==> src/sv/alle_pkg.sv <==
// Shared types and constants for the array linked list engine.
package alle_pkg;

    localparam logic [2:0] CMD_ADD_FIRST = 3'd0;
    localparam logic [2:0] CMD_ADD_AFTER = 3'd1;
    localparam logic [2:0] CMD_ADD_LAST  = 3'd2;
    localparam logic [2:0] CMD_DEL_FIRST = 3'd3;
    localparam logic [2:0] CMD_DEL_AFTER = 3'd4;
    localparam logic [2:0] CMD_DEL_LAST  = 3'd5;
    localparam logic [2:0] CMD_DEL_ALL   = 3'd6;
    localparam logic [2:0] CMD_LIST_ALL  = 3'd7;

    localparam logic [1:0] ST_OK    = 2'd0;
    localparam logic [1:0] ST_FULL  = 2'd1;
    localparam logic [1:0] ST_EMPTY = 2'd2;
    localparam logic [1:0] ST_BAD   = 2'd3;

    localparam int CMD_W = 3;
    localparam int POS_W = 3;
    localparam int CNT_W = 4;
    localparam int STAT_W = 2;
    localparam int DATA_W = 64;

    // datapath operations requested by the controller
    localparam logic [3:0] OP_NONE       = 4'd0;
    localparam logic [3:0] OP_LOAD       = 4'd1;
    localparam logic [3:0] OP_FREE_STEP  = 4'd2;
    localparam logic [3:0] OP_WALK_INIT  = 4'd3;
    localparam logic [3:0] OP_WALK_STEP  = 4'd4;
    localparam logic [3:0] OP_INS_HEAD   = 4'd5;
    localparam logic [3:0] OP_INS_AFTER  = 4'd6;
    localparam logic [3:0] OP_INS_TAIL   = 4'd7;
    localparam logic [3:0] OP_DEL_HEAD   = 4'd8;
    localparam logic [3:0] OP_DEL_AFTER  = 4'd9;
    localparam logic [3:0] OP_DEL_LAST   = 4'd10;
    localparam logic [3:0] OP_CLEAR      = 4'd11;
    localparam logic [3:0] OP_EMIT_REJ   = 4'd12;
    localparam logic [3:0] OP_LIST_STEP  = 4'd13;

    typedef struct packed {
        logic [3:0] op;
        logic [1:0] rej_status;
    } alle_cmd_t;

    typedef struct packed {
        logic [2:0] cmd;
        logic       full;
        logic       empty;
        logic       pos_ok;
        logic       pos_has_next;
        logic       free_found;
        logic       walk_done;
        logic       head_single;
        logic       list_last;
    } alle_stat_t;

endpackage

==> src/sv/array_linked_list_engine_core.sv <==
// Top level of the array linked list engine: controller plus datapath.
// Adds scan for a free slot; add_last then walks to the tail, one step a cycle.
// list_all gives its words one a cycle.
// Throughput: one command at a time; busy falls in the cycle the final word is out.
// Reset: asynchronous, active low; list empty, all slots free, count zero. No receiver stall.
module array_linked_list_engine_core
#(
    parameter int SLOT_COUNT = 8,
    parameter int TEXT_BITS  = 64
)
(
    input  logic        clk,
    input  logic        rst_n,
    input  logic        start,
    output logic        busy,
    input  logic [2:0]  command,
    input  logic [2:0]  position,
    input  logic [63:0] name_text,
    input  logic [63:0] level_text,
    input  logic [63:0] game_text,
    output logic        strobe,
    output logic [1:0]  status,
    output logic [3:0]  entry_count,
    output logic [2:0]  slot,
    output logic [63:0] out_name,
    output logic [63:0] out_level,
    output logic [63:0] out_game,
    output logic        last_of_run
);

    alle_pkg::alle_cmd_t  cmd;
    alle_pkg::alle_stat_t st;

    alle_ctrl u_ctrl
    (
        .clk   (clk),
        .rst_n (rst_n),
        .start (start),
        .busy  (busy),
        .st    (st),
        .cmd   (cmd)
    );

    alle_dp #(
        .SLOT_COUNT (SLOT_COUNT),
        .TEXT_BITS  (TEXT_BITS)
    ) u_dp
    (
        .clk         (clk),
        .rst_n       (rst_n),
        .command     (command),
        .position    (position),
        .name_text   (name_text),
        .level_text  (level_text),
        .game_text   (game_text),
        .cmd         (cmd),
        .st          (st),
        .strobe      (strobe),
        .status      (status),
        .entry_count (entry_count),
        .slot        (slot),
        .out_name    (out_name),
        .out_level   (out_level),
        .out_game    (out_game),
        .last_of_run (last_of_run)
    );

endmodule

==> src/sv/alle_ctrl.sv <==
// Controller state machine for the array linked list engine.
module alle_ctrl
(
    input  logic                 clk,
    input  logic                 rst_n,
    input  logic                 start,
    output logic                 busy,
    input  alle_pkg::alle_stat_t st,
    output alle_pkg::alle_cmd_t  cmd
);

    localparam logic [2:0] S_IDLE   = 3'd0;
    localparam logic [2:0] S_DECIDE = 3'd1;
    localparam logic [2:0] S_FREE   = 3'd2;
    localparam logic [2:0] S_WALK   = 3'd3;
    localparam logic [2:0] S_ACT    = 3'd4;
    localparam logic [2:0] S_LIST   = 3'd5;

    logic [2:0] state_reg, state_next;
    logic       adding;

    assign busy = (state_reg != S_IDLE);

    always_ff @(posedge clk or negedge rst_n)
    begin
        if (!rst_n)
        begin
            state_reg <= S_IDLE;
        end
        else
        begin
            state_reg <= state_next;
        end
    end

    assign adding = (st.cmd == alle_pkg::CMD_ADD_FIRST) || (st.cmd == alle_pkg::CMD_ADD_AFTER)
                 || (st.cmd == alle_pkg::CMD_ADD_LAST);

    always_comb
    begin
        state_next = state_reg;
        cmd.op = alle_pkg::OP_NONE;
        cmd.rej_status = alle_pkg::ST_OK;
        case (state_reg)
            S_IDLE:
            begin
                if (start)
                begin
                    cmd.op = alle_pkg::OP_LOAD;
                    state_next = S_DECIDE;
                end
            end
            S_DECIDE:
            begin
                if (adding && st.full)
                begin
                    cmd.op = alle_pkg::OP_EMIT_REJ;
                    cmd.rej_status = alle_pkg::ST_FULL;
                    state_next = S_IDLE;
                end
                else if (((st.cmd == alle_pkg::CMD_ADD_AFTER) && !st.pos_ok)
                      || ((st.cmd == alle_pkg::CMD_DEL_AFTER)
                          && !(st.pos_ok && st.pos_has_next)))
                begin
                    cmd.op = alle_pkg::OP_EMIT_REJ;
                    cmd.rej_status = alle_pkg::ST_BAD;
                    state_next = S_IDLE;
                end
                else if (!adding && (st.cmd != alle_pkg::CMD_DEL_AFTER) && st.empty)
                begin
                    cmd.op = alle_pkg::OP_EMIT_REJ;
                    cmd.rej_status = alle_pkg::ST_EMPTY;
                    state_next = S_IDLE;
                end
                else
                begin
                    case (st.cmd)
                        alle_pkg::CMD_ADD_FIRST, alle_pkg::CMD_ADD_AFTER,
                        alle_pkg::CMD_ADD_LAST:
                        begin
                            state_next = S_FREE;
                        end
                        alle_pkg::CMD_DEL_FIRST, alle_pkg::CMD_DEL_AFTER,
                        alle_pkg::CMD_DEL_ALL:
                        begin
                            state_next = S_ACT;
                        end
                        alle_pkg::CMD_DEL_LAST:
                        begin
                            if (st.head_single)
                            begin
                                state_next = S_ACT;
                            end
                            else
                            begin
                                cmd.op = alle_pkg::OP_WALK_INIT;
                                state_next = S_WALK;
                            end
                        end
                        default:
                        begin
                            cmd.op = alle_pkg::OP_WALK_INIT;
                            state_next = S_LIST;
                        end
                    endcase
                end
            end
            S_FREE:
            begin
                if (st.free_found)
                begin
                    if ((st.cmd == alle_pkg::CMD_ADD_LAST) && !st.empty)
                    begin
                        cmd.op = alle_pkg::OP_WALK_INIT;
                        state_next = S_WALK;
                    end
                    else
                    begin
                        state_next = S_ACT;
                    end
                end
                else
                begin
                    cmd.op = alle_pkg::OP_FREE_STEP;
                end
            end
            S_WALK:
            begin
                if (st.walk_done)
                begin
                    state_next = S_ACT;
                end
                else
                begin
                    cmd.op = alle_pkg::OP_WALK_STEP;
                end
            end
            S_ACT:
            begin
                state_next = S_IDLE;
                case (st.cmd)
                    alle_pkg::CMD_ADD_FIRST: cmd.op = alle_pkg::OP_INS_HEAD;
                    alle_pkg::CMD_ADD_AFTER: cmd.op = alle_pkg::OP_INS_AFTER;
                    alle_pkg::CMD_ADD_LAST:
                    begin
                        cmd.op = st.empty ? alle_pkg::OP_INS_HEAD : alle_pkg::OP_INS_TAIL;
                    end
                    alle_pkg::CMD_DEL_FIRST: cmd.op = alle_pkg::OP_DEL_HEAD;
                    alle_pkg::CMD_DEL_AFTER: cmd.op = alle_pkg::OP_DEL_AFTER;
                    alle_pkg::CMD_DEL_LAST:
                    begin
                        cmd.op = st.head_single ? alle_pkg::OP_DEL_HEAD
                                                : alle_pkg::OP_DEL_LAST;
                    end
                    default: cmd.op = alle_pkg::OP_CLEAR;
                endcase
            end
            S_LIST:
            begin
                cmd.op = alle_pkg::OP_LIST_STEP;
                if (st.list_last)
                begin
                    state_next = S_IDLE;
                end
            end
            default:
            begin
                state_next = S_IDLE;
            end
        endcase
    end

endmodule

==> src/sv/alle_dp.sv <==
// Datapath of the array linked list engine: links, text store, count, result.
module alle_dp
#(
    parameter int SLOT_COUNT = 8,
    parameter int TEXT_BITS  = 64
)
(
    input  logic                          clk,
    input  logic                          rst_n,
    input  logic [alle_pkg::CMD_W-1:0]    command,
    input  logic [alle_pkg::POS_W-1:0]    position,
    input  logic [alle_pkg::DATA_W-1:0]   name_text,
    input  logic [alle_pkg::DATA_W-1:0]   level_text,
    input  logic [alle_pkg::DATA_W-1:0]   game_text,
    input  alle_pkg::alle_cmd_t           cmd,
    output alle_pkg::alle_stat_t          st,
    output logic                          strobe,
    output logic [alle_pkg::STAT_W-1:0]   status,
    output logic [alle_pkg::CNT_W-1:0]    entry_count,
    output logic [alle_pkg::POS_W-1:0]    slot,
    output logic [alle_pkg::DATA_W-1:0]   out_name,
    output logic [alle_pkg::DATA_W-1:0]   out_level,
    output logic [alle_pkg::DATA_W-1:0]   out_game,
    output logic                          last_of_run
);

    localparam int IW = $clog2(SLOT_COUNT);
    localparam int LW = IW + 1;
    localparam int CW = $clog2(SLOT_COUNT + 1);
    localparam logic [LW-1:0] END_MARK = LW'(SLOT_COUNT);

    logic [LW-1:0] link_reg [SLOT_COUNT];
    logic [LW-1:0] head_reg;
    logic [CW-1:0] count_reg;
    logic [TEXT_BITS-1:0] name_mem [SLOT_COUNT];
    logic [TEXT_BITS-1:0] level_mem [SLOT_COUNT];
    logic [TEXT_BITS-1:0] game_mem [SLOT_COUNT];

    logic [alle_pkg::CMD_W-1:0] cmd_reg;
    logic [alle_pkg::POS_W-1:0] pos_reg;
    logic [TEXT_BITS-1:0] nt_reg, lt_reg, gt_reg;
    logic [IW-1:0] free_reg;
    logic [LW-1:0] walk_reg;
    logic [CW-1:0] k_reg;

    logic pos_in;
    logic [IW-1:0] pos_idx;
    logic [LW-1:0] walk_next_link;
    logic [IW-1:0] walk_idx;

    assign pos_in  = (32'(pos_reg) < SLOT_COUNT);
    assign pos_idx = IW'(pos_reg);
    assign walk_idx = walk_reg[IW-1:0];
    assign walk_next_link = link_reg[walk_idx];

    // a slot is in use when it is linked from somewhere or is the head
    logic [SLOT_COUNT-1:0] used_vec;
    always_comb
    begin
        used_vec = '0;
        if (head_reg < END_MARK)
        begin
            used_vec[head_reg[IW-1:0]] = 1'b1;
        end
        for (int i = 0; i < SLOT_COUNT; i++)
        begin
            if (link_reg[i] < END_MARK)
            begin
                used_vec[link_reg[i][IW-1:0]] = 1'b1;
            end
        end
    end

    logic pos_live;
    assign pos_live = pos_in && used_vec[pos_idx];

    logic free_is;
    assign free_is = !used_vec[free_reg];

    always_comb
    begin
        st.cmd = cmd_reg;
        st.full = (32'(count_reg) >= SLOT_COUNT);
        st.empty = (count_reg == '0) || (head_reg >= END_MARK);
        st.pos_ok = pos_live;
        st.pos_has_next = (link_reg[pos_idx] < END_MARK);
        st.free_found = free_is;
        st.head_single = (link_reg[head_reg[IW-1:0]] >= END_MARK);
        if (cmd_reg == alle_pkg::CMD_DEL_LAST)
        begin
            st.walk_done = (walk_next_link >= END_MARK)
                        || (link_reg[walk_next_link[IW-1:0]] >= END_MARK);
        end
        else
        begin
            st.walk_done = (walk_next_link >= END_MARK);
        end
        st.list_last = (walk_next_link >= END_MARK) || (32'(k_reg) + 1 >= SLOT_COUNT);
    end

    logic [IW-1:0] victim;
    always_comb
    begin
        victim = walk_next_link[IW-1:0];
        if (cmd.op == alle_pkg::OP_DEL_AFTER)
        begin
            victim = link_reg[pos_idx][IW-1:0];
        end
    end

    always_ff @(posedge clk)
    begin
        if (cmd.op == alle_pkg::OP_LOAD)
        begin
            cmd_reg <= command;
            pos_reg <= position;
            nt_reg <= name_text[TEXT_BITS-1:0];
            lt_reg <= level_text[TEXT_BITS-1:0];
            gt_reg <= game_text[TEXT_BITS-1:0];
        end
        if ((cmd.op == alle_pkg::OP_INS_HEAD) || (cmd.op == alle_pkg::OP_INS_AFTER)
            || (cmd.op == alle_pkg::OP_INS_TAIL))
        begin
            name_mem[free_reg] <= nt_reg;
            level_mem[free_reg] <= lt_reg;
            game_mem[free_reg] <= gt_reg;
        end
        out_name <= '0;
        out_level <= '0;
        out_game <= '0;
        if (cmd.op == alle_pkg::OP_LIST_STEP)
        begin
            out_name <= alle_pkg::DATA_W'(name_mem[walk_idx]);
            out_level <= alle_pkg::DATA_W'(level_mem[walk_idx]);
            out_game <= alle_pkg::DATA_W'(game_mem[walk_idx]);
        end
    end

    always_ff @(posedge clk or negedge rst_n)
    begin
        if (!rst_n)
        begin
            head_reg <= END_MARK;
            count_reg <= '0;
            for (int i = 0; i < SLOT_COUNT; i++)
            begin
                link_reg[i] <= END_MARK;
            end
            free_reg <= '0;
            walk_reg <= '0;
            k_reg <= '0;
            strobe <= 1'b0;
            status <= '0;
            entry_count <= '0;
            slot <= '0;
            last_of_run <= 1'b0;
        end
        else
        begin
            strobe <= 1'b0;
            last_of_run <= 1'b0;
            case (cmd.op)
                alle_pkg::OP_LOAD:
                begin
                    free_reg <= '0;
                    k_reg <= '0;
                end
                alle_pkg::OP_FREE_STEP:
                begin
                    free_reg <= free_reg + 1'b1;
                end
                alle_pkg::OP_WALK_INIT:
                begin
                    walk_reg <= head_reg;
                end
                alle_pkg::OP_WALK_STEP:
                begin
                    walk_reg <= walk_next_link;
                end
                alle_pkg::OP_INS_HEAD:
                begin
                    link_reg[free_reg] <= head_reg;
                    head_reg <= {1'b0, free_reg};
                end
                alle_pkg::OP_INS_AFTER:
                begin
                    link_reg[free_reg] <= link_reg[pos_idx];
                    link_reg[pos_idx] <= {1'b0, free_reg};
                end
                alle_pkg::OP_INS_TAIL:
                begin
                    link_reg[free_reg] <= END_MARK;
                    link_reg[walk_idx] <= {1'b0, free_reg};
                end
                alle_pkg::OP_DEL_HEAD:
                begin
                    head_reg <= link_reg[head_reg[IW-1:0]];
                    link_reg[head_reg[IW-1:0]] <= END_MARK;
                end
                alle_pkg::OP_DEL_AFTER:
                begin
                    link_reg[pos_idx] <= link_reg[victim];
                    link_reg[victim] <= END_MARK;
                end
                alle_pkg::OP_DEL_LAST:
                begin
                    link_reg[walk_idx] <= link_reg[victim];
                    link_reg[victim] <= END_MARK;
                end
                alle_pkg::OP_CLEAR:
                begin
                    head_reg <= END_MARK;
                    for (int i = 0; i < SLOT_COUNT; i++)
                    begin
                        link_reg[i] <= END_MARK;
                    end
                end
                alle_pkg::OP_LIST_STEP:
                begin
                    walk_reg <= walk_next_link;
                    k_reg <= k_reg + 1'b1;
                end
                default:
                begin
                end
            endcase

            case (cmd.op)
                alle_pkg::OP_EMIT_REJ:
                begin
                    strobe <= 1'b1;
                    last_of_run <= 1'b1;
                    status <= cmd.rej_status;
                    slot <= '0;
                    entry_count <= alle_pkg::CNT_W'(count_reg);
                end
                alle_pkg::OP_INS_HEAD, alle_pkg::OP_INS_AFTER, alle_pkg::OP_INS_TAIL:
                begin
                    count_reg <= count_reg + 1'b1;
                    strobe <= 1'b1;
                    last_of_run <= 1'b1;
                    status <= alle_pkg::ST_OK;
                    slot <= alle_pkg::POS_W'(free_reg);
                    entry_count <= alle_pkg::CNT_W'(count_reg + 1'b1);
                end
                alle_pkg::OP_DEL_HEAD:
                begin
                    count_reg <= count_reg - 1'b1;
                    strobe <= 1'b1;
                    last_of_run <= 1'b1;
                    status <= alle_pkg::ST_OK;
                    slot <= alle_pkg::POS_W'(head_reg[IW-1:0]);
                    entry_count <= alle_pkg::CNT_W'(count_reg - 1'b1);
                end
                alle_pkg::OP_DEL_AFTER, alle_pkg::OP_DEL_LAST:
                begin
                    count_reg <= count_reg - 1'b1;
                    strobe <= 1'b1;
                    last_of_run <= 1'b1;
                    status <= alle_pkg::ST_OK;
                    slot <= alle_pkg::POS_W'(victim);
                    entry_count <= alle_pkg::CNT_W'(count_reg - 1'b1);
                end
                alle_pkg::OP_CLEAR:
                begin
                    count_reg <= '0;
                    strobe <= 1'b1;
                    last_of_run <= 1'b1;
                    status <= alle_pkg::ST_OK;
                    slot <= '0;
                    entry_count <= '0;
                end
                alle_pkg::OP_LIST_STEP:
                begin
                    strobe <= 1'b1;
                    last_of_run <= st.list_last;
                    status <= alle_pkg::ST_OK;
                    slot <= alle_pkg::POS_W'(walk_idx);
                    entry_count <= alle_pkg::CNT_W'(count_reg);
                end
                default:
                begin
                end
            endcase
        end
    end

endmodule
==> config.mk <==
export PLATFORM = sky130hd
export DESIGN_NAME = array_linked_list_engine_core
export DESIGN_NICKNAME = d
export VERILOG_FILES = /design/src/sv/alle_pkg.sv /design/src/sv/array_linked_list_engine_core.sv /design/src/sv/alle_ctrl.sv /design/src/sv/alle_dp.sv
export SDC_FILE = /design/constraint.sdc
export NUM_CORES = 2
export LEC_CHECK = 0
export ABC_AREA = 1
export BUFFER_PORTS_ARGS = -buffer_cell sky130_fd_sc_hd__buf_2
export CORE_MARGIN = 8
export CORE_UTILIZATION = 45
export CTS_BUF_LIST = sky130_fd_sc_hd__clkbuf_16
export DETAILED_ROUTE_END_ITERATION = 12
export RECOVER_POWER = 25
export SLEW_MARGIN = 25
export SYNTH_ARGS = -nofsm -noshare
export SYNTH_HDL_FRONTEND = slang
export SYNTH_HIERARCHICAL = 1
export SYNTH_SLANG_ARGS = --single-unit
==> constraint.sdc <==
create_clock -name clk -period 14.3 [get_ports clk]
set_clock_uncertainty 0.15 [all_clocks]
set_input_delay 0.715 -clock clk [delete_from_list [all_inputs] [get_ports clk]]
set_output_delay 0.715 -clock clk [all_outputs]
set_load 0.05 [all_outputs]
==> impl_metrics.yaml <==
floorplanning:
  start_util: 0.451
  io_pins: 405
  fp.dieW_um: 419
  num_rows: 148
  core_area_um2: 162000
  dieHeight_um: 419
  dieArea_um2: 176000
logic_synthesis:
  post_synth_num_cell_types: 54
  yosysWarnings: 6
  synthCells: 4887
  yosys_register_bits: 1990
  synth_edf_count: 1734
  syn_nets: 5093
  syn_avg_cell_area_um2: 15.0
  async_flop_share: 0.0322
  synthFlopType: "edfxtp_1"
  ys_seq_area_frac: 0.786
  syn_area_um2: 73200
global_routing:
  antenna_found_initial: 6
  grt_usage: 0.236
  grt_pass1_wl_um: 307000
  grt_max_degree: 143
  grt_overflow: 0
  grt_pass1_vias: 44300
pwr:
  p_per_area_nw_per_um2: 217
  p_leak_nw: 29.4
  ir_drop_mv: 0.230
sta:
  tightest_slew_ns: 1.09
  finalHoldViolations: 0
  fmax_mhz: 133
  whs_ns: 0.187
  fin_ws_ns: 6.75
  setup_viol: 0
  final.setup.tns_ns: 0
  report.final.slew_viol_count: 0
  rsz0062_at_grt: "false"
  slew_headroom: 0.267
  timing.final.crit_share: 0.528
  fin_crit_ns: 7.55
setup_path:
  r2r_slack_ns: 6.75
  critical_path.top_delay_family: "buffers and inverters"
  endpoint_kind: "flop"
  start_kind: "flop"
  cp_slowest_cell: "nor2_4"
  crit_type: "reg2reg"
  required_ns: 14.60
  cp_max_fo: 51
  cpPeakStageDelay_ns: 0.90
  cp_common_cell: "nand2_1"
  cp.arrival_ns: 7.84
  cp_cell_sequence: "clkinv_1, nand4_1, nand3_1, a2111oi_0, a21oi_1, a221oi_1, nand3b_1, nand2_1, nand3_1, nand2_2, nor2_4, nand2_1, nand2_1, nand2_1, inv_2, nor2_1, inv_1, nor2_1, inv_1, nor2_4, buf_4, buf_4"
  path_buf_inv: 6
status:
  status: "finished, final reports clean"
finish:
  area_growth_pct: 17.2
  utilization: 0.529
  layout.nets: 5707
  stdcell_area_um2: 85800
  drive_above_1_share: 0.134
  largestRegisters: "u_dp/game_mem x512, u_dp/level_mem x512, u_dp/name_mem x512"
  fillers: 13300
route:
  vias: 45300
  drt_first_pass_iters: 7
  drt_iter0_markers: 4214
  wl_per_cell_um: 27.3
  vias_per_cell: 5.78
  antenna_left: 0
  route.detailed.drc: 0
  wl_um: 215000
clock_network:
  numCtsBuffers: 196
  postCtsSetupBuffers: 0
  clk_latency_ns: 0.83
  clk_pin_slew_ns: 0.06
  clock_path_buffers: 3
  cts.sinks: 1990
  cts-root-buf: "clkbuf_16"
  cts_tree: "built"
  htreeDepth: 4
place:
  io_buffer_count: 404
  dpl.hpwl_um: 117000
  routabilityCongestion: 1.03
  dpl_cell_area_um2: 77600
  place_ws_ns: 6.85
hold_path:
  hp-class: "in2reg"
  min_from: "level_text[55]"
flow_run:
  max_cap_violations: 0
[power breakdown]
group / internal [mW] / switching [mW]
registers: 7.75 / 0.803
logic: 1.26 / 3.87
clock network: 2.77 / 2.17
total: 11.8 / 6.84
[metal layers]
metal / share of wire / vias to the layer above / global-route usage
met5: 0.000084 / - / 0
met4: 0.033 / 2 / 0.0766
met3: 0.065 / 371 / 0.0367
met2: 0.49 / 1909 / 0.398
met1: 0.41 / 23100 / 0.317
li1: - / 20000 / -
[worst paths after layout]
check	end	cells after the start
min reg2reg	u_dp/slot[2]	2
max reg2reg	u_dp/name_mem[5][35]	22
min in group asynchronous	u_ctrl/state_reg[0]	3
min	u_dp/lt_reg[55]	1
max	u_dp/name_mem[5][35]	22
max in group asynchronous	async pin	3
[synthesized netlist by cell type (all sizes together), types with 2 or more instances]
cell	count	area (µm²)
edfxtp	1734	52100
nand2	972	3700
a22oi	247	1850
inv	221	830
clkbuf	197	742
a221oi	195	1710
dfxtp	192	3840
a41oi	165	1450
nor2	152	642
a22o	145	1270
o21ai	131	659
a21oi	124	621
nand3	108	581
dfrtp	55	1380
buf	52	302
o22ai	40	250
a31oi	31	194
nor3	26	151
clkinv	13	48.8
dfstp	9	236
nand4	8	50.1
o211ai	8	60.1
o21bai	8	60.1
a32o	7	70.1
o2111ai	7	61.3
a211oi	6	45.0
ha	5	62.6
nand3b	5	37.5
a311oi	4	35.0
nor4	4	25.0
xor2	4	35.0
o41ai	3	26.3
a2111oi	2	17.5
a21boi	2	15.0
[cells by family (layout without fill, tap and decap cells)]
family                     Yosys count  after routing  synth area share
DFF                               1990           1990             0.786
and+or+nand+nor                   1277           1277            0.0711
AOI/OAI and AO/OA                 1128           1128             0.115
buffers and inverters              483           1271            0.0263
adders and majority gates            5              5          0.000855
xor gates and xnor gates             4              4          0.000479
other                                0              2                 0
[placed cells by master (no fill, tap or decap), types with 6 or more instances in the layout]
cell type      instances
a21oi_1              124
nor2_1               117
a31oi_1               31
edfxtp_1            1734
clkbuf_1              79
clkinv_1              53
clkinv_2              36
o211ai_1               8
dfxtp_1              192
nand3_2                8
a211oi_1               6
nand2_2               15
buf_12                10
o2111ai_1              7
buf_4                 52
o21ai_0              127
inv_1                255
nand3_1              100
dfrtp_1               55
a221oi_1             195
o22ai_1               40
dlygate4sd3_1        197
dfstp_2                9
nor2_2                11
nand4_1                8
nand2_1              955
a41oi_1              165
clkinvlp_4             8
inv_6                  6
clkbuf_16            199
nor3_1                23
a22oi_1              247
bufinv_16             13
a32o_1                 7
nor2_4                23
inv_2                 24
buf_2                324
o21bai_1               8
a22o_1               145
[cell type report]
type	instances	area, µm²	share of cell area
Antenna cell	2	5.00	0.0000583
Multi-Input combinational cell	2414	13900	0.162
Timing Repair Buffer	665	4520	0.0527
Inverter	234	886	0.0103
Sequential cell	1990	57500	0.671
Clock inverter	173	1270	0.0148
Clock buffer	199	4980	0.0580
Tap cell	2175	2720	0.0317
[timing repair]
item	CTS	global route
hold buffers	197	0
resized for setup	0	0
endpoints found under the setup margin	0	0
hold endpoints to repair	249	0
[per-stage QoR]
| stage | std cells | power, mW |
|---|---|---|
| finish | 7852 | 18.6 |
| global route | 7851 | 19.4 |
| CTS | 7849 | 18.6 |
| global placement | 7279 | 13.6 |
| floorplan | 4887 | 11.7 |
| detailed placement | 7280 | 13.7 |
[worst register-to-register path: cells and delay by family (launching register included)]
family / cells / cell delay, ns
buffers and inverters: 6 / 2.79
flip-flops: 1 / 0.58
AO/OA/AOI/OAI: 3 / 1.08
AND/OR/NAND/NOR: 13 / 2.53
Note: power is estimated with default switching activity, not from simulation.
